[src/rtl/patch_column_scaler_top_macros.svh]
// assertion macros for the patch column scaler top level
// expects aclk and aresetn in the scope of every use
`ifndef PATCH_COLUMN_SCALER_TOP_MACROS_SVH
`define PATCH_COLUMN_SCALER_TOP_MACROS_SVH

// same-cycle implication, checked outside reset
`define PCS_ASSERT_SAME(label, ante, cons, msg) \
    label: assert property (@(posedge aclk) disable iff (!aresetn) (ante) |-> (cons)) \
        else $error(msg);

// next-cycle implication, checked outside reset
`define PCS_ASSERT_NEXT(label, ante, cons, msg) \
    label: assert property (@(posedge aclk) disable iff (!aresetn) (ante) |=> (cons)) \
        else $error(msg);

`endif

[src/rtl/pcs_pkg.sv]
// shared types, widths and constants of the patch column scaler
// no dependencies; used by every rtl module through pcs_pkg:: names
`timescale 1ns / 1ps

package pcs_pkg;

    // virtual screen and fixed point format
    localparam int VIRTUAL_WIDTH  = 320;
    localparam int VIRTUAL_HEIGHT = 200;
    localparam int FRAC_BITS      = 16;

    // configuration register widths and codes
    localparam int SW_W       = 12;
    localparam int SH_W       = 11;
    localparam int PITCH_W    = 13;
    localparam int CFG_IDX_W  = 2;
    localparam int CFG_DATA_W = 13;

    localparam logic [CFG_IDX_W-1:0] REG_SCREEN_WIDTH  = 2'd0;
    localparam logic [CFG_IDX_W-1:0] REG_SCREEN_HEIGHT = 2'd1;
    localparam logic [CFG_IDX_W-1:0] REG_LINE_PITCH    = 2'd2;

    localparam int SW_RESET_I    = 320;
    localparam int SH_RESET_I    = 200;
    localparam int PITCH_RESET_I = 320;
    localparam logic [SW_W-1:0]    SW_RESET    = SW_W'(SW_RESET_I);
    localparam logic [PITCH_W-1:0] PITCH_RESET = PITCH_W'(PITCH_RESET_I);

    // height clamp
    localparam logic [SH_W-1:0] H_MIN = SH_W'(1);
    localparam logic [SH_W-1:0] H_MAX = SH_W'(1600);

    // row step (24 bits, 8.16) and inverse step (20 bits, 4.16)
    localparam int STEP_W    = 24;
    localparam int INVSTEP_W = 20;
    localparam logic [STEP_W-1:0] STEP_RESET =
        STEP_W'((VIRTUAL_HEIGHT * (1 << FRAC_BITS)) / SH_RESET_I);
    localparam logic [INVSTEP_W-1:0] INVSTEP_RESET =
        INVSTEP_W'((SH_RESET_I * (1 << FRAC_BITS)) / VIRTUAL_HEIGHT);

    // serial divider for the row step: dividend 200 << 16
    localparam int DIVD_W  = SH_W + FRAC_BITS;
    localparam int DCNT_W  = $clog2(DIVD_W);
    localparam logic [DIVD_W-1:0] STEP_NUMER =
        DIVD_W'(VIRTUAL_HEIGHT * (1 << FRAC_BITS));

    // inverse step by reciprocal: ceil(2^32 / 200), exact up to height 1600
    localparam int INV_RECIP_W      = 25;
    localparam int INV_RECIP_PROD_W = SH_W + INV_RECIP_W;
    localparam logic [INV_RECIP_W-1:0] INV_RECIP =
        INV_RECIP_W'(((64'd1 << (2 * FRAC_BITS)) + 64'(VIRTUAL_HEIGHT) - 64'd1)
                     / 64'(VIRTUAL_HEIGHT));

    // column mapping: /320 done as >>6 then *reciprocal of 5
    localparam int COL_SHIFT   = 6;
    localparam int COL_ODD     = VIRTUAL_WIDTH / (1 << COL_SHIFT);
    localparam int RECIP_SHIFT = 18;
    localparam int COL_RECIP   = ((1 << RECIP_SHIFT) + COL_ODD - 1) / COL_ODD;
    localparam int PROD_W      = 22;
    localparam int RPROD_W     = 32;
    localparam int Q_W         = 13;

    // item fields
    localparam int X_W    = 9;
    localparam int BYTE_W = 8;
    localparam int COL_W  = 11;
    localparam int REP_W  = 3;
    localparam logic [REP_W-1:0] REP_MAX = '1;
    localparam logic [BYTE_W-1:0] END_MARK = 8'hff;

    // row generation
    localparam int ROW_W       = 12;
    localparam int ACC_W       = 32;
    localparam int ACC_HI_W    = ACC_W - FRAC_BITS;
    localparam int OFFS_W      = 24;
    localparam int INV_PROD_W  = BYTE_W + INVSTEP_W;
    localparam int OFFS_PROD_W = ROW_W + 1 + PITCH_W;
    localparam int MAX_ROWS    = 8;
    localparam int NCNT_W      = $clog2(MAX_ROWS + 1);

    // stream packing
    localparam int S_TDATA_W = 24;
    localparam int M_TDATA_W = 40;

    localparam int QUEUE_DEPTH_DEF = 4;

    typedef enum logic [5:0] {
        PH_TOP  = 6'b000001,
        PH_LEN  = 6'b000010,
        PH_PAD1 = 6'b000100,
        PH_PIX  = 6'b001000,
        PH_PAD2 = 6'b010000,
        PH_DONE = 6'b100000
    } phase_t;

    typedef enum logic {
        CMD_POST  = 1'b0,
        CMD_PIXEL = 1'b1
    } cmd_kind_t;

    // one unit of work for the back end
    typedef struct packed {
        cmd_kind_t         kind;
        logic [BYTE_W-1:0] data;    // length byte or pixel value
        logic [BYTE_W-1:0] aux;     // post top row or pixel index
        logic [COL_W-1:0]  column;
        logic [REP_W-1:0]  rep;
    } cmd_t;

    typedef struct packed {
        logic full;
        logic empty;
    } queue_stat_t;

    typedef struct packed {
        logic                 busy;
        logic [STEP_W-1:0]    step;
        logic [INVSTEP_W-1:0] invstep;
    } row_steps_t;

endpackage

[src/rtl/patch_column_scaler_top.sv]
// top level of the patch column scaler: config registers, front end,
// command queue, row back end and step divider; uses pcs_pkg and the macro header
`timescale 1ns / 1ps
`include "patch_column_scaler_top_macros.svh"

// channel   dir  handshake           payload
// s_        in   s_tvalid/s_tready   tuser: column_start; tdata: column_x, data_byte
// m_        out  m_tvalid/m_tready   tdata: pixel_offset, pixel_value, span_width;
//                                    tlast: last_of_run
// cfg_      in   cfg_we              cfg_addr selects register, cfg_wdata value
//
// the front end finishes one byte before it takes the next; a byte that starts a column
// goes through a column multiply and two reciprocal multiplies, then classification
// the back end fetches a command, then reads a post header or checks a pixel, then
// multiplies and sends a span for each row it covers; one pixel byte gives at most 8 spans
// a 4-entry command queue lets the front run ahead while spans drain
// writing screen_height runs one 27-step division; input is held off while it runs
// reset is synchronous, active low; there is no memory clearing pass

module patch_column_scaler_top #(
    parameter int QUEUE_DEPTH = pcs_pkg::QUEUE_DEPTH_DEF
) (
    input  logic                           aclk,
    input  logic                           aresetn,
    // input stream
    input  logic                           s_tvalid,
    output logic                           s_tready,
    input  logic [pcs_pkg::S_TDATA_W-1:0]  s_tdata,   // [8:0] column_x, [16:9] data_byte
    input  logic [0:0]                     s_tuser,   // [0] column_start
    // result stream
    output logic                           m_tvalid,
    input  logic                           m_tready,
    output logic [pcs_pkg::M_TDATA_W-1:0]  m_tdata,   // [23:0] pixel_offset,
                                                      // [31:24] pixel_value, [34:32] span_width
    output logic                           m_tlast,
    // configuration writes
    input  logic                           cfg_we,
    input  logic [pcs_pkg::CFG_IDX_W-1:0]  cfg_addr,
    input  logic [pcs_pkg::CFG_DATA_W-1:0] cfg_wdata
);

    logic [pcs_pkg::SW_W-1:0]    screen_width_reg, screen_width_next;
    logic [pcs_pkg::PITCH_W-1:0] line_pitch_reg, line_pitch_next;
    logic                        height_load;

    pcs_pkg::row_steps_t  steps;
    pcs_pkg::queue_stat_t qstat;
    pcs_pkg::cmd_t        push_cmd;
    pcs_pkg::cmd_t        pop_cmd;
    logic                 push;
    logic                 pop;

    logic [pcs_pkg::OFFS_W-1:0] out_offset;
    logic [pcs_pkg::BYTE_W-1:0] out_value;
    logic [pcs_pkg::REP_W-1:0]  out_span;

    // register writes; height goes straight to the step divider
    always_comb begin
        screen_width_next = screen_width_reg;
        line_pitch_next   = line_pitch_reg;
        height_load       = 1'b0;
        if (cfg_we) begin
            case (cfg_addr)
                pcs_pkg::REG_SCREEN_WIDTH:  screen_width_next = cfg_wdata[pcs_pkg::SW_W-1:0];
                pcs_pkg::REG_SCREEN_HEIGHT: height_load       = 1'b1;
                pcs_pkg::REG_LINE_PITCH:    line_pitch_next   = cfg_wdata;
                default: begin
                end
            endcase
        end
    end

    always_ff @(posedge aclk) begin
        if (!aresetn) begin
            screen_width_reg <= pcs_pkg::SW_RESET;
            line_pitch_reg   <= pcs_pkg::PITCH_RESET;
        end else begin
            screen_width_reg <= screen_width_next;
            line_pitch_reg   <= line_pitch_next;
        end
    end

    // 8.16 row step and 4.16 inverse step
    pcs_step_div u_step_div (
        .aclk    (aclk),
        .aresetn (aresetn),
        .load    (height_load),
        .height  (cfg_wdata[pcs_pkg::SH_W-1:0]),
        .steps   (steps)
    );

    // parse and classify the post stream
    pcs_front u_front (
        .aclk         (aclk),
        .aresetn      (aresetn),
        .in_valid     (s_tvalid),
        .in_ready     (s_tready),
        .in_start     (s_tuser[0]),
        .in_x         (s_tdata[pcs_pkg::X_W-1:0]),
        .in_byte      (s_tdata[pcs_pkg::X_W +: pcs_pkg::BYTE_W]),
        .screen_width (screen_width_reg),
        .hold         (steps.busy),
        .qstat        (qstat),
        .push         (push),
        .push_cmd     (push_cmd)
    );

    // decouples parsing from span generation
    pcs_queue #(
        .DEPTH (QUEUE_DEPTH)
    ) u_queue (
        .aclk     (aclk),
        .aresetn  (aresetn),
        .push     (push),
        .push_cmd (push_cmd),
        .pop      (pop),
        .pop_cmd  (pop_cmd),
        .qstat    (qstat)
    );

    // rows, offsets and the output register
    pcs_back u_back (
        .aclk       (aclk),
        .aresetn    (aresetn),
        .qstat      (qstat),
        .pop        (pop),
        .pop_cmd    (pop_cmd),
        .steps      (steps),
        .line_pitch (line_pitch_reg),
        .m_valid    (m_tvalid),
        .m_ready    (m_tready),
        .m_offset   (out_offset),
        .m_value    (out_value),
        .m_span     (out_span),
        .m_last     (m_tlast)
    );

    // pack result fields, zero fill to whole bytes
    assign m_tdata = {
        (pcs_pkg::M_TDATA_W - pcs_pkg::OFFS_W - pcs_pkg::BYTE_W - pcs_pkg::REP_W)'(0),
        out_span, out_value, out_offset
    };

    // checks
    `PCS_ASSERT_SAME(a_div_holds_input, steps.busy, !s_tready, "input accepted while steps derive")
    `PCS_ASSERT_SAME(a_push_has_room, push, !qstat.full, "command pushed into a full queue")
    `PCS_ASSERT_SAME(a_span_nonzero, m_tvalid, out_span != '0, "span of zero width emitted")
    `PCS_ASSERT_NEXT(a_height_starts_div, cfg_we && cfg_addr == pcs_pkg::REG_SCREEN_HEIGHT, steps.busy, "height write did not start the divider")

endmodule

[src/rtl/pcs_step_div.sv]
// derives the 8.16 row step and 4.16 inverse step from a written height
// restoring divider for the step, reciprocal multiply for the inverse; uses pcs_pkg
`timescale 1ns / 1ps

module pcs_step_div (
    input  logic                    aclk,
    input  logic                    aresetn,
    input  logic                    load,
    input  logic [pcs_pkg::SH_W-1:0] height,
    output pcs_pkg::row_steps_t     steps
);

    typedef enum logic [1:0] {
        D_IDLE = 2'b01,
        D_STEP = 2'b10
    } div_state_t;

    div_state_t state_reg, state_next;
    logic [pcs_pkg::DIVD_W-1:0]    work_reg, work_next;
    logic [pcs_pkg::SH_W-1:0]      rem_reg, rem_next;
    logic [pcs_pkg::SH_W-1:0]      divisor_reg, divisor_next;
    logic [pcs_pkg::DCNT_W-1:0]    count_reg, count_next;
    logic [pcs_pkg::STEP_W-1:0]    step_reg, step_next;
    logic [pcs_pkg::INVSTEP_W-1:0] invstep_reg, invstep_next;

    logic [pcs_pkg::SH_W-1:0]   h_eff;
    logic [pcs_pkg::INV_RECIP_PROD_W-1:0] inv_prod;
    logic [pcs_pkg::SH_W:0]     rem_shift;
    logic [pcs_pkg::SH_W:0]     rem_diff;
    logic                       rem_ge;
    logic [pcs_pkg::SH_W-1:0]   rem_step;
    logic [pcs_pkg::DIVD_W-1:0] work_step;

    always_comb begin
        if (height == '0) begin
            h_eff = pcs_pkg::H_MIN;
        end else if (height > pcs_pkg::H_MAX) begin
            h_eff = pcs_pkg::H_MAX;
        end else begin
            h_eff = height;
        end
    end

    // h * 2^16 / 200 through the rounded-up reciprocal, then drop 16 bits
    assign inv_prod = pcs_pkg::INV_RECIP_PROD_W'(h_eff)
                    * pcs_pkg::INV_RECIP_PROD_W'(pcs_pkg::INV_RECIP);

    // one restoring step
    always_comb begin
        rem_shift = {rem_reg, work_reg[pcs_pkg::DIVD_W-1]};
        rem_diff  = rem_shift - {1'b0, divisor_reg};
        rem_ge    = (rem_shift >= {1'b0, divisor_reg});
        rem_step  = rem_ge ? rem_diff[pcs_pkg::SH_W-1:0] : rem_shift[pcs_pkg::SH_W-1:0];
        work_step = {work_reg[pcs_pkg::DIVD_W-2:0], rem_ge};
    end

    always_comb begin
        state_next   = state_reg;
        work_next    = work_reg;
        rem_next     = rem_reg;
        divisor_next = divisor_reg;
        count_next   = count_reg;
        step_next    = step_reg;
        invstep_next = invstep_reg;

        case (state_reg)
            D_IDLE: begin
            end
            D_STEP: begin
                work_next  = work_step;
                rem_next   = rem_step;
                count_next = count_reg - 1'b1;
                if (count_reg == '0) begin
                    step_next  = work_step[pcs_pkg::STEP_W-1:0];
                    state_next = D_IDLE;
                end
            end
            default: begin
                state_next = D_IDLE;
            end
        endcase

        // a new height restarts the whole derivation
        if (load) begin
            work_next    = pcs_pkg::STEP_NUMER;
            rem_next     = '0;
            divisor_next = h_eff;
            count_next   = pcs_pkg::DCNT_W'(pcs_pkg::DIVD_W - 1);
            invstep_next = inv_prod[pcs_pkg::FRAC_BITS +: pcs_pkg::INVSTEP_W];
            state_next   = D_STEP;
        end
    end

    always_ff @(posedge aclk) begin
        if (!aresetn) begin
            state_reg   <= D_IDLE;
            step_reg    <= pcs_pkg::STEP_RESET;
            invstep_reg <= pcs_pkg::INVSTEP_RESET;
        end else begin
            state_reg   <= state_next;
            step_reg    <= step_next;
            invstep_reg <= invstep_next;
        end
    end

    always_ff @(posedge aclk) begin
        work_reg    <= work_next;
        rem_reg     <= rem_next;
        divisor_reg <= divisor_next;
        count_reg   <= count_next;
    end

    assign steps.busy    = (state_reg != D_IDLE);
    assign steps.step    = step_reg;
    assign steps.invstep = invstep_reg;

endmodule

[src/rtl/pcs_queue.sv]
// command queue between the parsing front end and the row back end
// memory with registered read data; uses pcs_pkg::cmd_t
`timescale 1ns / 1ps

module pcs_queue #(
    parameter int DEPTH = pcs_pkg::QUEUE_DEPTH_DEF
) (
    input  logic                 aclk,
    input  logic                 aresetn,
    input  logic                 push,
    input  pcs_pkg::cmd_t        push_cmd,
    input  logic                 pop,
    output pcs_pkg::cmd_t        pop_cmd,
    output pcs_pkg::queue_stat_t qstat
);

    localparam int PTR_W = $clog2(DEPTH);
    localparam int CNT_W = $clog2(DEPTH + 1);

    pcs_pkg::cmd_t mem [DEPTH];
    pcs_pkg::cmd_t rd_data_reg;

    logic [PTR_W-1:0] wr_ptr_reg, wr_ptr_next;
    logic [PTR_W-1:0] rd_ptr_reg, rd_ptr_next;
    logic [CNT_W-1:0] count_reg, count_next;
    logic             push_ok, pop_ok;

    assign qstat.full  = (count_reg == CNT_W'(DEPTH));
    assign qstat.empty = (count_reg == '0);
    assign push_ok     = push && !qstat.full;
    assign pop_ok      = pop && !qstat.empty;

    always_comb begin
        wr_ptr_next = wr_ptr_reg;
        rd_ptr_next = rd_ptr_reg;
        count_next  = count_reg;
        if (push_ok) begin
            wr_ptr_next = (wr_ptr_reg == PTR_W'(DEPTH - 1)) ? '0 : wr_ptr_reg + 1'b1;
        end
        if (pop_ok) begin
            rd_ptr_next = (rd_ptr_reg == PTR_W'(DEPTH - 1)) ? '0 : rd_ptr_reg + 1'b1;
        end
        case ({push_ok, pop_ok})
            2'b10:   count_next = count_reg + 1'b1;
            2'b01:   count_next = count_reg - 1'b1;
            default: count_next = count_reg;
        endcase
    end

    always_ff @(posedge aclk) begin
        if (!aresetn) begin
            wr_ptr_reg <= '0;
            rd_ptr_reg <= '0;
            count_reg  <= '0;
        end else begin
            wr_ptr_reg <= wr_ptr_next;
            rd_ptr_reg <= rd_ptr_next;
            count_reg  <= count_next;
        end
    end

    always_ff @(posedge aclk) begin
        if (push_ok) begin
            mem[wr_ptr_reg] <= push_cmd;
        end
    end

    always_ff @(posedge aclk) begin
        if (pop_ok) begin
            rd_data_reg <= mem[rd_ptr_reg];
        end
    end

    assign pop_cmd = rd_data_reg;

endmodule

[src/rtl/pcs_front.sv]
// front end: accepts stream bytes, maps the column, walks the post format
// pushes post and pixel commands into pcs_queue; uses pcs_pkg
`timescale 1ns / 1ps

module pcs_front (
    input  logic                       aclk,
    input  logic                       aresetn,
    input  logic                       in_valid,
    output logic                       in_ready,
    input  logic                       in_start,
    input  logic [pcs_pkg::X_W-1:0]    in_x,
    input  logic [pcs_pkg::BYTE_W-1:0] in_byte,
    input  logic [pcs_pkg::SW_W-1:0]   screen_width,
    input  logic                       hold,
    input  pcs_pkg::queue_stat_t       qstat,
    output logic                       push,
    output pcs_pkg::cmd_t              push_cmd
);

    typedef enum logic [4:0] {
        F_IDLE  = 5'b00001,
        F_MUL   = 5'b00010,
        F_Q0    = 5'b00100,
        F_Q1    = 5'b01000,
        F_CLASS = 5'b10000
    } front_state_t;

    front_state_t state_reg, state_next;
    pcs_pkg::phase_t phase_reg, phase_next;

    logic                       start_reg, start_next;
    logic [pcs_pkg::X_W-1:0]    x_reg, x_next;
    logic [pcs_pkg::BYTE_W-1:0] byte_reg, byte_next;
    logic [pcs_pkg::PROD_W-1:0] prod_reg, prod_next;
    logic [pcs_pkg::Q_W-1:0]    q0_reg, q0_next;
    logic [pcs_pkg::Q_W-1:0]    q1_reg, q1_next;
    logic [pcs_pkg::BYTE_W-1:0] post_top_reg, post_top_next;
    logic [pcs_pkg::BYTE_W-1:0] post_len_reg, post_len_next;
    logic [pcs_pkg::BYTE_W-1:0] pix_idx_reg, pix_idx_next;
    logic [pcs_pkg::COL_W-1:0]  col_reg, col_next;
    logic [pcs_pkg::REP_W-1:0]  rep_reg, rep_next;

    logic [pcs_pkg::RPROD_W-1:0] recip_prod;
    logic [pcs_pkg::Q_W-1:0]     recip_q;
    logic [pcs_pkg::Q_W-1:0]     rep_diff;
    logic [pcs_pkg::BYTE_W-1:0]  pix_inc;

    // classification of the held byte
    pcs_pkg::phase_t             phase_eff;
    pcs_pkg::phase_t             cls_phase;
    logic                        cls_push;
    pcs_pkg::cmd_t               cls_cmd;
    logic [pcs_pkg::BYTE_W-1:0]  cls_top;
    logic [pcs_pkg::BYTE_W-1:0]  cls_len;
    logic [pcs_pkg::BYTE_W-1:0]  cls_pix;
    logic                        advance;

    assign in_ready = (state_reg == F_IDLE) && !hold;

    assign recip_prod = pcs_pkg::RPROD_W'(prod_reg[pcs_pkg::PROD_W-1:pcs_pkg::COL_SHIFT])
                      * pcs_pkg::RPROD_W'(pcs_pkg::COL_RECIP);
    assign recip_q    = recip_prod[pcs_pkg::RECIP_SHIFT +: pcs_pkg::Q_W];
    assign rep_diff   = q1_reg - q0_reg;
    assign pix_inc    = pix_idx_reg + 1'b1;
    assign phase_eff  = start_reg ? pcs_pkg::PH_TOP : phase_reg;

    always_comb begin
        cls_phase = phase_eff;
        cls_push  = 1'b0;
        cls_top   = post_top_reg;
        cls_len   = post_len_reg;
        cls_pix   = pix_idx_reg;
        cls_cmd   = '0;

        case (phase_eff)
            pcs_pkg::PH_TOP: begin
                if (byte_reg == pcs_pkg::END_MARK) begin
                    cls_phase = pcs_pkg::PH_DONE;
                end else begin
                    cls_top   = byte_reg;
                    cls_phase = pcs_pkg::PH_LEN;
                end
            end
            pcs_pkg::PH_LEN: begin
                cls_push       = 1'b1;
                cls_cmd.kind   = pcs_pkg::CMD_POST;
                cls_cmd.data   = byte_reg;
                cls_cmd.aux    = post_top_reg;
                cls_cmd.column = col_reg;
                cls_cmd.rep    = rep_reg;
                cls_len        = byte_reg;
                cls_pix        = '0;
                cls_phase      = pcs_pkg::PH_PAD1;
            end
            pcs_pkg::PH_PAD1: begin
                cls_phase = (post_len_reg != '0) ? pcs_pkg::PH_PIX : pcs_pkg::PH_PAD2;
            end
            pcs_pkg::PH_PIX: begin
                cls_push       = 1'b1;
                cls_cmd.kind   = pcs_pkg::CMD_PIXEL;
                cls_cmd.data   = byte_reg;
                cls_cmd.aux    = pix_idx_reg;
                cls_cmd.column = col_reg;
                cls_cmd.rep    = rep_reg;
                cls_pix        = pix_inc;
                cls_phase      = (pix_inc == post_len_reg) ? pcs_pkg::PH_PAD2
                                                           : pcs_pkg::PH_PIX;
            end
            pcs_pkg::PH_PAD2: begin
                cls_phase = pcs_pkg::PH_TOP;
            end
            pcs_pkg::PH_DONE: begin
                cls_phase = pcs_pkg::PH_DONE;
            end
            default: begin
                cls_phase = pcs_pkg::PH_TOP;
            end
        endcase
    end

    assign advance = !cls_push || !qstat.full;

    always_comb begin
        state_next    = state_reg;
        phase_next    = phase_reg;
        start_next    = start_reg;
        x_next        = x_reg;
        byte_next     = byte_reg;
        prod_next     = prod_reg;
        q0_next       = q0_reg;
        q1_next       = q1_reg;
        post_top_next = post_top_reg;
        post_len_next = post_len_reg;
        pix_idx_next  = pix_idx_reg;
        col_next      = col_reg;
        rep_next      = rep_reg;
        push          = 1'b0;
        push_cmd      = cls_cmd;

        case (state_reg)
            F_IDLE: begin
                if (in_valid && in_ready) begin
                    start_next = in_start;
                    x_next     = in_x;
                    byte_next  = in_byte;
                    state_next = in_start ? F_MUL : F_CLASS;
                end
            end
            F_MUL: begin
                prod_next  = pcs_pkg::PROD_W'(screen_width) * pcs_pkg::PROD_W'(x_reg);
                state_next = F_Q0;
            end
            F_Q0: begin
                q0_next    = recip_q;
                prod_next  = prod_reg + pcs_pkg::PROD_W'(screen_width);
                state_next = F_Q1;
            end
            F_Q1: begin
                q1_next    = recip_q;
                state_next = F_CLASS;
            end
            F_CLASS: begin
                if (advance) begin
                    push          = cls_push;
                    phase_next    = cls_phase;
                    post_top_next = cls_top;
                    post_len_next = cls_len;
                    pix_idx_next  = cls_pix;
                    if (start_reg) begin
                        col_next = q0_reg[pcs_pkg::COL_W-1:0];
                        rep_next = (rep_diff > pcs_pkg::Q_W'(pcs_pkg::REP_MAX))
                                 ? pcs_pkg::REP_MAX : rep_diff[pcs_pkg::REP_W-1:0];
                    end
                    state_next = F_IDLE;
                end
            end
            default: begin
                state_next = F_IDLE;
            end
        endcase
    end

    always_ff @(posedge aclk) begin
        if (!aresetn) begin
            state_reg    <= F_IDLE;
            phase_reg    <= pcs_pkg::PH_TOP;
            post_top_reg <= '0;
            post_len_reg <= '0;
            pix_idx_reg  <= '0;
            col_reg      <= '0;
            rep_reg      <= '0;
        end else begin
            state_reg    <= state_next;
            phase_reg    <= phase_next;
            post_top_reg <= post_top_next;
            post_len_reg <= post_len_next;
            pix_idx_reg  <= pix_idx_next;
            col_reg      <= col_next;
            rep_reg      <= rep_next;
        end
    end

    always_ff @(posedge aclk) begin
        start_reg <= start_next;
        x_reg     <= x_next;
        byte_reg  <= byte_next;
        prod_reg  <= prod_next;
        q0_reg    <= q0_next;
        q1_reg    <= q1_next;
    end

endmodule

[src/rtl/pcs_back.sv]
// back end: turns post and pixel commands into scaled row spans
// one multiplier per stage, output register toward the stream; uses pcs_pkg
`timescale 1ns / 1ps

module pcs_back (
    input  logic                        aclk,
    input  logic                        aresetn,
    input  pcs_pkg::queue_stat_t        qstat,
    output logic                        pop,
    input  pcs_pkg::cmd_t               pop_cmd,
    input  pcs_pkg::row_steps_t         steps,
    input  logic [pcs_pkg::PITCH_W-1:0] line_pitch,
    output logic                        m_valid,
    input  logic                        m_ready,
    output logic [pcs_pkg::OFFS_W-1:0]  m_offset,
    output logic [pcs_pkg::BYTE_W-1:0]  m_value,
    output logic [pcs_pkg::REP_W-1:0]   m_span,
    output logic                        m_last
);

    typedef enum logic [6:0] {
        B_IDLE  = 7'b0000001,
        B_FETCH = 7'b0000010,
        B_TOP   = 7'b0000100,
        B_TOT   = 7'b0001000,
        B_CHK   = 7'b0010000,
        B_MUL   = 7'b0100000,
        B_OUT   = 7'b1000000
    } back_state_t;

    back_state_t state_reg, state_next;
    pcs_pkg::cmd_t cmd_reg, cmd_next;

    logic [pcs_pkg::BYTE_W-1:0] top_byte_reg, top_byte_next;
    logic [pcs_pkg::ROW_W-1:0]  top_reg, top_next;
    logic [pcs_pkg::ROW_W-1:0]  total_reg, total_next;
    logic [pcs_pkg::ROW_W-1:0]  row_reg, row_next;
    logic [pcs_pkg::ACC_W-1:0]  acc_reg, acc_next;
    logic [pcs_pkg::NCNT_W-1:0] n_reg, n_next;
    logic [pcs_pkg::COL_W-1:0]  col_reg, col_next;
    logic [pcs_pkg::REP_W-1:0]  rep_reg, rep_next;
    logic [pcs_pkg::OFFS_W-1:0] prod_reg, prod_next;

    logic                       m_valid_reg, m_valid_next;
    logic [pcs_pkg::OFFS_W-1:0] m_offset_reg, m_offset_next;
    logic [pcs_pkg::BYTE_W-1:0] m_value_reg, m_value_next;
    logic [pcs_pkg::REP_W-1:0]  m_span_reg, m_span_next;
    logic                       m_last_reg, m_last_next;

    logic [pcs_pkg::BYTE_W-1:0]      mul_a;
    logic [pcs_pkg::INV_PROD_W-1:0]  inv_prod;
    logic [pcs_pkg::ROW_W-1:0]       inv_rows;
    logic [pcs_pkg::ROW_W:0]         row_sum;
    logic [pcs_pkg::OFFS_PROD_W-1:0] offs_prod;
    logic                            more_rows;
    logic                            out_free;

    // shared scale by the inverse step: row count of a post, top row for each pixel
    assign mul_a    = (state_reg == B_CHK) ? top_byte_reg : cmd_reg.data;
    assign inv_prod = pcs_pkg::INV_PROD_W'(mul_a) * pcs_pkg::INV_PROD_W'(steps.invstep);
    assign inv_rows = inv_prod[pcs_pkg::FRAC_BITS +: pcs_pkg::ROW_W];

    assign row_sum   = {1'b0, top_reg} + {1'b0, row_reg};
    assign offs_prod = pcs_pkg::OFFS_PROD_W'(row_sum) * pcs_pkg::OFFS_PROD_W'(line_pitch);

    // next row still lands on this source pixel, inside the post and under the per-pixel span limit
    assign more_rows = (row_reg < total_reg)
                    && (n_reg < pcs_pkg::NCNT_W'(pcs_pkg::MAX_ROWS))
                    && (acc_reg[pcs_pkg::ACC_W-1:pcs_pkg::FRAC_BITS]
                        == pcs_pkg::ACC_HI_W'(cmd_reg.aux));

    assign out_free = !m_valid_reg || m_ready;

    always_comb begin
        state_next    = state_reg;
        cmd_next      = cmd_reg;
        top_byte_next = top_byte_reg;
        top_next      = top_reg;
        total_next    = total_reg;
        row_next      = row_reg;
        acc_next      = acc_reg;
        n_next        = n_reg;
        col_next      = col_reg;
        rep_next      = rep_reg;
        prod_next     = prod_reg;
        m_valid_next  = m_valid_reg && !m_ready;
        m_offset_next = m_offset_reg;
        m_value_next  = m_value_reg;
        m_span_next   = m_span_reg;
        m_last_next   = m_last_reg;
        pop           = 1'b0;

        case (state_reg)
            B_IDLE: begin
                if (!qstat.empty) begin
                    pop        = 1'b1;
                    state_next = B_FETCH;
                end
            end
            B_FETCH: begin
                cmd_next   = pop_cmd;
                n_next     = '0;
                state_next = (pop_cmd.kind == pcs_pkg::CMD_POST) ? B_TOP : B_CHK;
            end
            B_TOP: begin
                top_byte_next = cmd_reg.aux;
                col_next      = cmd_reg.column;
                rep_next      = cmd_reg.rep;
                state_next    = B_TOT;
            end
            B_TOT: begin
                total_next = inv_rows;
                row_next   = '0;
                acc_next   = '0;
                state_next = B_IDLE;
            end
            B_CHK: begin
                // top row follows the step in force when the pixel arrives
                top_next   = inv_rows;
                state_next = more_rows ? B_MUL : B_IDLE;
            end
            B_MUL: begin
                prod_next = offs_prod[pcs_pkg::OFFS_W-1:0];
                row_next  = row_reg + 1'b1;
                acc_next  = acc_reg + pcs_pkg::ACC_W'(steps.step);
                if (rep_reg != '0) begin
                    n_next = n_reg + 1'b1;
                end
                state_next = B_OUT;
            end
            B_OUT: begin
                if (rep_reg == '0) begin
                    state_next = more_rows ? B_MUL : B_IDLE;
                end else if (out_free) begin
                    m_valid_next  = 1'b1;
                    m_offset_next = prod_reg + pcs_pkg::OFFS_W'(col_reg);
                    m_value_next  = cmd_reg.data;
                    m_span_next   = rep_reg;
                    m_last_next   = !more_rows;
                    state_next    = more_rows ? B_MUL : B_IDLE;
                end
            end
            default: begin
                state_next = B_IDLE;
            end
        endcase
    end

    always_ff @(posedge aclk) begin
        if (!aresetn) begin
            state_reg    <= B_IDLE;
            m_valid_reg  <= 1'b0;
            top_byte_reg <= '0;
            top_reg      <= '0;
            total_reg    <= '0;
            row_reg      <= '0;
            acc_reg      <= '0;
            col_reg      <= '0;
            rep_reg      <= '0;
        end else begin
            state_reg    <= state_next;
            m_valid_reg  <= m_valid_next;
            top_byte_reg <= top_byte_next;
            top_reg      <= top_next;
            total_reg    <= total_next;
            row_reg      <= row_next;
            acc_reg      <= acc_next;
            col_reg      <= col_next;
            rep_reg      <= rep_next;
        end
    end

    always_ff @(posedge aclk) begin
        cmd_reg      <= cmd_next;
        n_reg        <= n_next;
        prod_reg     <= prod_next;
        m_offset_reg <= m_offset_next;
        m_value_reg  <= m_value_next;
        m_span_reg   <= m_span_next;
        m_last_reg   <= m_last_next;
    end

    assign m_valid  = m_valid_reg;
    assign m_offset = m_offset_reg;
    assign m_value  = m_value_reg;
    assign m_span   = m_span_reg;
    assign m_last   = m_last_reg;

endmodule
[config.mk]
export PLATFORM = sky130hd
export DESIGN_NAME = patch_column_scaler_top
export DESIGN_NICKNAME = d
export VERILOG_FILES = /design/src/rtl/pcs_pkg.sv /design/src/rtl/patch_column_scaler_top.sv /design/src/rtl/pcs_step_div.sv /design/src/rtl/pcs_queue.sv /design/src/rtl/pcs_front.sv /design/src/rtl/pcs_back.sv
export VERILOG_INCLUDE_DIRS = /design/src /design/src/rtl
export SDC_FILE = /design/constraint.sdc
export NUM_CORES = 2
export LEC_CHECK = 0
export BUFFER_PORTS_ARGS = -buffer_cell sky130_fd_sc_hd__buf_2
export CORE_UTILIZATION = 47
export CTS_CLUSTER_SIZE = 10
export DETAILED_ROUTE_END_ITERATION = 8
export GPL_TIMING_DRIVEN = 0
export SETUP_SLACK_MARGIN = 0.02
export SYNTH_ARGS = -nofsm -noshare
export SYNTH_HDL_FRONTEND = slang
export SYNTH_SLANG_ARGS = --single-unit
[constraint.sdc]
create_clock -name aclk -period 8.76 [get_ports aclk]
set_input_delay 2.628 -clock aclk [delete_from_list [all_inputs] [get_ports aclk]]
set_output_delay 2.628 -clock aclk [all_outputs]
set_load 0.01 [all_outputs]
==> Implementation_results.wiki <==
{| class="wikitable"
! Metric !! Value
|-
| Status || finished clean
|-
| Final hold violations || 0
|-
| Area of the mapped netlist || 46,900 um2
|-
| Aggregate negative setup slack || 0 ns
|-
| Clock tree skew after final layout || 0.0347 ns
|-
| Cell taking the most area after synthesis || edfxtp_1
|-
| GRT overflow || 0
|-
| Clock buffer count from CTS || 74
|-
| Cell count after synthesis || 4,684
|-
| R2R Path End || u_back.prod_reg[23]
|-
| Areal power density over the cells || 221 nW/um2
|-
| Worst Slack Setup Final || between 0.4 and 0.5 ns
|-
| Die height || 318 um
|-
| Biggest fanout along the worst timing path || 8
|-
| Final Max Slew Viols || 0
|-
| Routing usage on met1 || 0.318
|-
| Routed wire length || roughly 120,000 um
|-
| Share of layout cells above drive strength 1 || 0.0520
|-
| Number of antenna violations at the first check in global routing || 4
|-
| Max-cap check violation count || 0
|-
| Share of the clock period used by the worst path || 0.947
|-
| Post-Route Hold Slack || 0.413 ns
|-
| Final min period || ~8.3 ns
|-
| Data arrival time of the worst path || between 8 and 9 ns
|-
| Headroom to the max-slew limit || 0.155
|-
| Average vias per placed instance || 5.31
|-
| Final GP Congestion || 0.889
|-
| Portion of the post-synthesis area used by sequential elements || 0.323
|-
| Hold Crit Depth || 0
|-
| Placement-stage worst setup slack || -0.618 ns
|-
| Clock Latency Late Sink || 0.63 ns
|-
| Global-route wire length before repair || between 150,000 and 200,000 um
|-
| Endpoint, Worst Hold || u_back.cmd_reg[23]
|-
| DIE AREA || 101,000 um2
|-
| Register bit total from synthesis || 594
|-
| Die extent in x || roughly 320 um
|-
| First-pass detailed-route iteration total || 6
|-
| Final ANT Viol Nets || 0
|-
| P&R area growth vs syn || 9.50%
|-
| Setup Crit Path Kind || input pin to flop
|-
| Max Fclk || 121 MHz
|-
| Critical path capture point type || flop
|-
| Input/output buffers || 74
|-
| Final setup violation count || 0
|-
| WP data required || 9.26 ns
|-
| Vias post-DR || 32.9k
|-
| # Post-CTS Setup Buffers || 0
|-
| Main area contributors after synthesis || edfxtp_1 (21%), fa_1 (19%), ha_1 (13%)
|-
| RSZ-0062 raised after global routing || false
|-
| Floorplan row count || 115
|-
| Met2 track demand over resource || 0.396
|-
| Predominant post-synthesis flop cell || edfxtp_1
|-
| Clock transition at the registers of the reported paths || 0.05 ns
|-
| Top-Level Pins || 88
|-
| Core ar. || 98,700 um2
|-
| Reg area || 15,200 um2
|-
| Average cell area after synthesis || 10.0 um2
|-
| Worst R2R Setup Slack || a little over 0.6 ns
|-
| Share of synthesized registers carrying an async set or reset || 0
|-
| Startpoint of the most critical hold path || u_queue.pop_cmd[23]
|-
| Most frequent cells after synthesis || inv_1 (703), nand2_1 (636), ha_1 (484)
|-
| Post-layout nets || 5,829
|-
| H-tree level count || 3
|-
| Most repeated cell in the gate-level netlist after synthesis || inv_1
|-
| Max FFs per register || roughly 120
|-
| Global routing usage on met3 || 0.0256
|-
| Count of cell types in the netlist || 81
|-
| GRT Util Overall || 0.234
|-
| Placed cell count || around 6.1k
|-
| Multi-input logic area || 28,500 um2
|-
| Max VDD drop || 0.262 mV
|-
| Class of the worst hold path || flop to flop
|-
| Largest net degree at the start of global routing || 36
|-
| Worst flop-to-flop path startpoint || u_back.row_reg[0]
|-
| Max clock buf depth || 3
|-
| DRC errors left || 0
|-
| Number of standard cells in the final layout excluding fillers || 6,188
|-
| Fillers || 9,038
|-
| Number of global-route vias before repair || 33.6k
|-
| Cell leakage power || roughly 0.023 uW
|-
| CTS Root Buffer Type || clkbuf_16
|-
| Slew @ Worst Pin || 1.27 ns
|-
| Avg WL per Cell || between 15 and 20 um
|-
| Clock tree from TritonCTS || done
|-
| Total half-perimeter wirelength after legalization and detailed placement || 90,600 um
|-
| Violation count after the first detailed-routing iteration || 1,974
|-
| Total clock sinks || 594
|-
| Number of flops mapped to enable cells by yosys || 326
|-
| R2R depth || 28
|-
| Initial core utilization || 0.476
|-
| Startpoint type of the worst setup path || input pin
|-
| GR peak layer || met2
|-
| Warning count from the yosys run || 0
|-
| Portion of synthesized cell area occupied by the leading cell type || 0.209
|}
metal layers:
metal	wire (um)	vias to the layer above
li1	-	15800
met1	52500	16300
met2	55200	621
met3	4390	166
met4	3110	6
met5	38	-
final cells by class:
type	instances	area share
antenna	1	0.0000487
buffer	180	0.0136
clock buffer	117	0.0407
clock inverter	15	0.00443
inverter	704	0.0514
multi-input combinational	3210	0.555
sequential	594	0.295
tap	1287	0.0313
timing repair buffer	80	0.00900
worst max-delay path, stage by stage:
cell	delay, ns
buf_2	0.18
o311ai_4	0.46
inv_1	0.08
a21oi_1	0.35
inv_2	0.21
ha_1	0.29
fa_1	0.51
inv_1	0.05
fa_1	0.52
inv_1	0.07
fa_1	0.53
inv_1	0.05
fa_1	0.52
inv_1	0.04
ha_1	0.34
nand4_1	0.16
nand2b_1	0.26
a211oi_1	0.45
a311o_1	0.26
a21oi_2	0.07
nor3_1	0.26
a211oi_2	0.10
o21bai_1	0.17
xnor2_1	0.13
o21ai_0	0.09
layout by cell type (no fill, tap or decap), types with 24 or more instances in the layout:
cell type	instances
a21o_1	76
a21oi_1	299
and2_1	176
and3_1	24
buf_1	29
buf_2	77
clkbuf_1	177
clkbuf_16	75
dfxtp_1	268
edfxtp_1	326
fa_1	456
ha_1	484
inv_1	701
mux2i_1	32
mux4_2	31
nand2_1	636
nand2b_1	31
nand3_1	98
nand4_1	26
nor2_1	149
nor2b_1	68
nor3_1	29
o21ai_0	98
xnor2_1	120
xor2_1	72
repair_timing:
| action | CTS | global route |
|---|---|---|
| endpoints found under the hold margin | 0 | 0 |
| endpoints found under the setup margin | 0 | 9 |
| hold buffers | 0 | 0 |
| resized for setup | 0 | 9 |
report_power, final:
part           internal, uW  switching, uW  total (uW)  leakage (uW)
sequential             3270            110        3380       0.00502
combinational          2200           2900        5100        0.0168
clock                  1690           1210        2900       0.00111
total                  7150           4230       11400        0.0229
how the worst max path moves through the flow:
stage | start | to | slack, ns
after floorplan | cfg_wdata[7] | u_step_div.invstep_reg[19] | 0.51
after global placement | cfg_wdata[7] | u_step_div.invstep_reg[19] | -1.44
after detailed placement | cfg_wdata[6] | u_step_div.invstep_reg[19] | -0.62
after CTS | cfg_wdata[6] | u_step_div.invstep_reg[19] | 0.06
after global routing | cfg_wdata[6] | u_step_div.invstep_reg[18] | 0.12
final | cfg_wdata[6] | u_step_div.invstep_reg[18] | 0.47
per-stage QoR:
stage,cell area (um2),utilization,total power (uW)
2_1_floorplan,47000,-,7320
3_3_place_gp,48900,0.496,8470
3_5_place_dp,49100,0.497,8550
4_1_cts,51400,0.520,11500
5_1_grt,51400,0.521,12400
6_report,51400,0.521,11400
cells by family (layout without fill, tap and decap cells):
logic type	after synthesis	after routing	share of synthesized area
other	1	6	0.0000799
AO/OA/AOI/OAI	673	673	0.0895
adder cells (fa/ha/maj)	940	940	0.323
multiplexers	65	65	0.0222
flip-flops	594	594	0.323
buffers and inverters	884	1096	0.0711
XOR/XNOR	192	192	0.0358
AND/OR/NAND/NOR	1335	1335	0.135
Power figures use the tool's default switching activity.
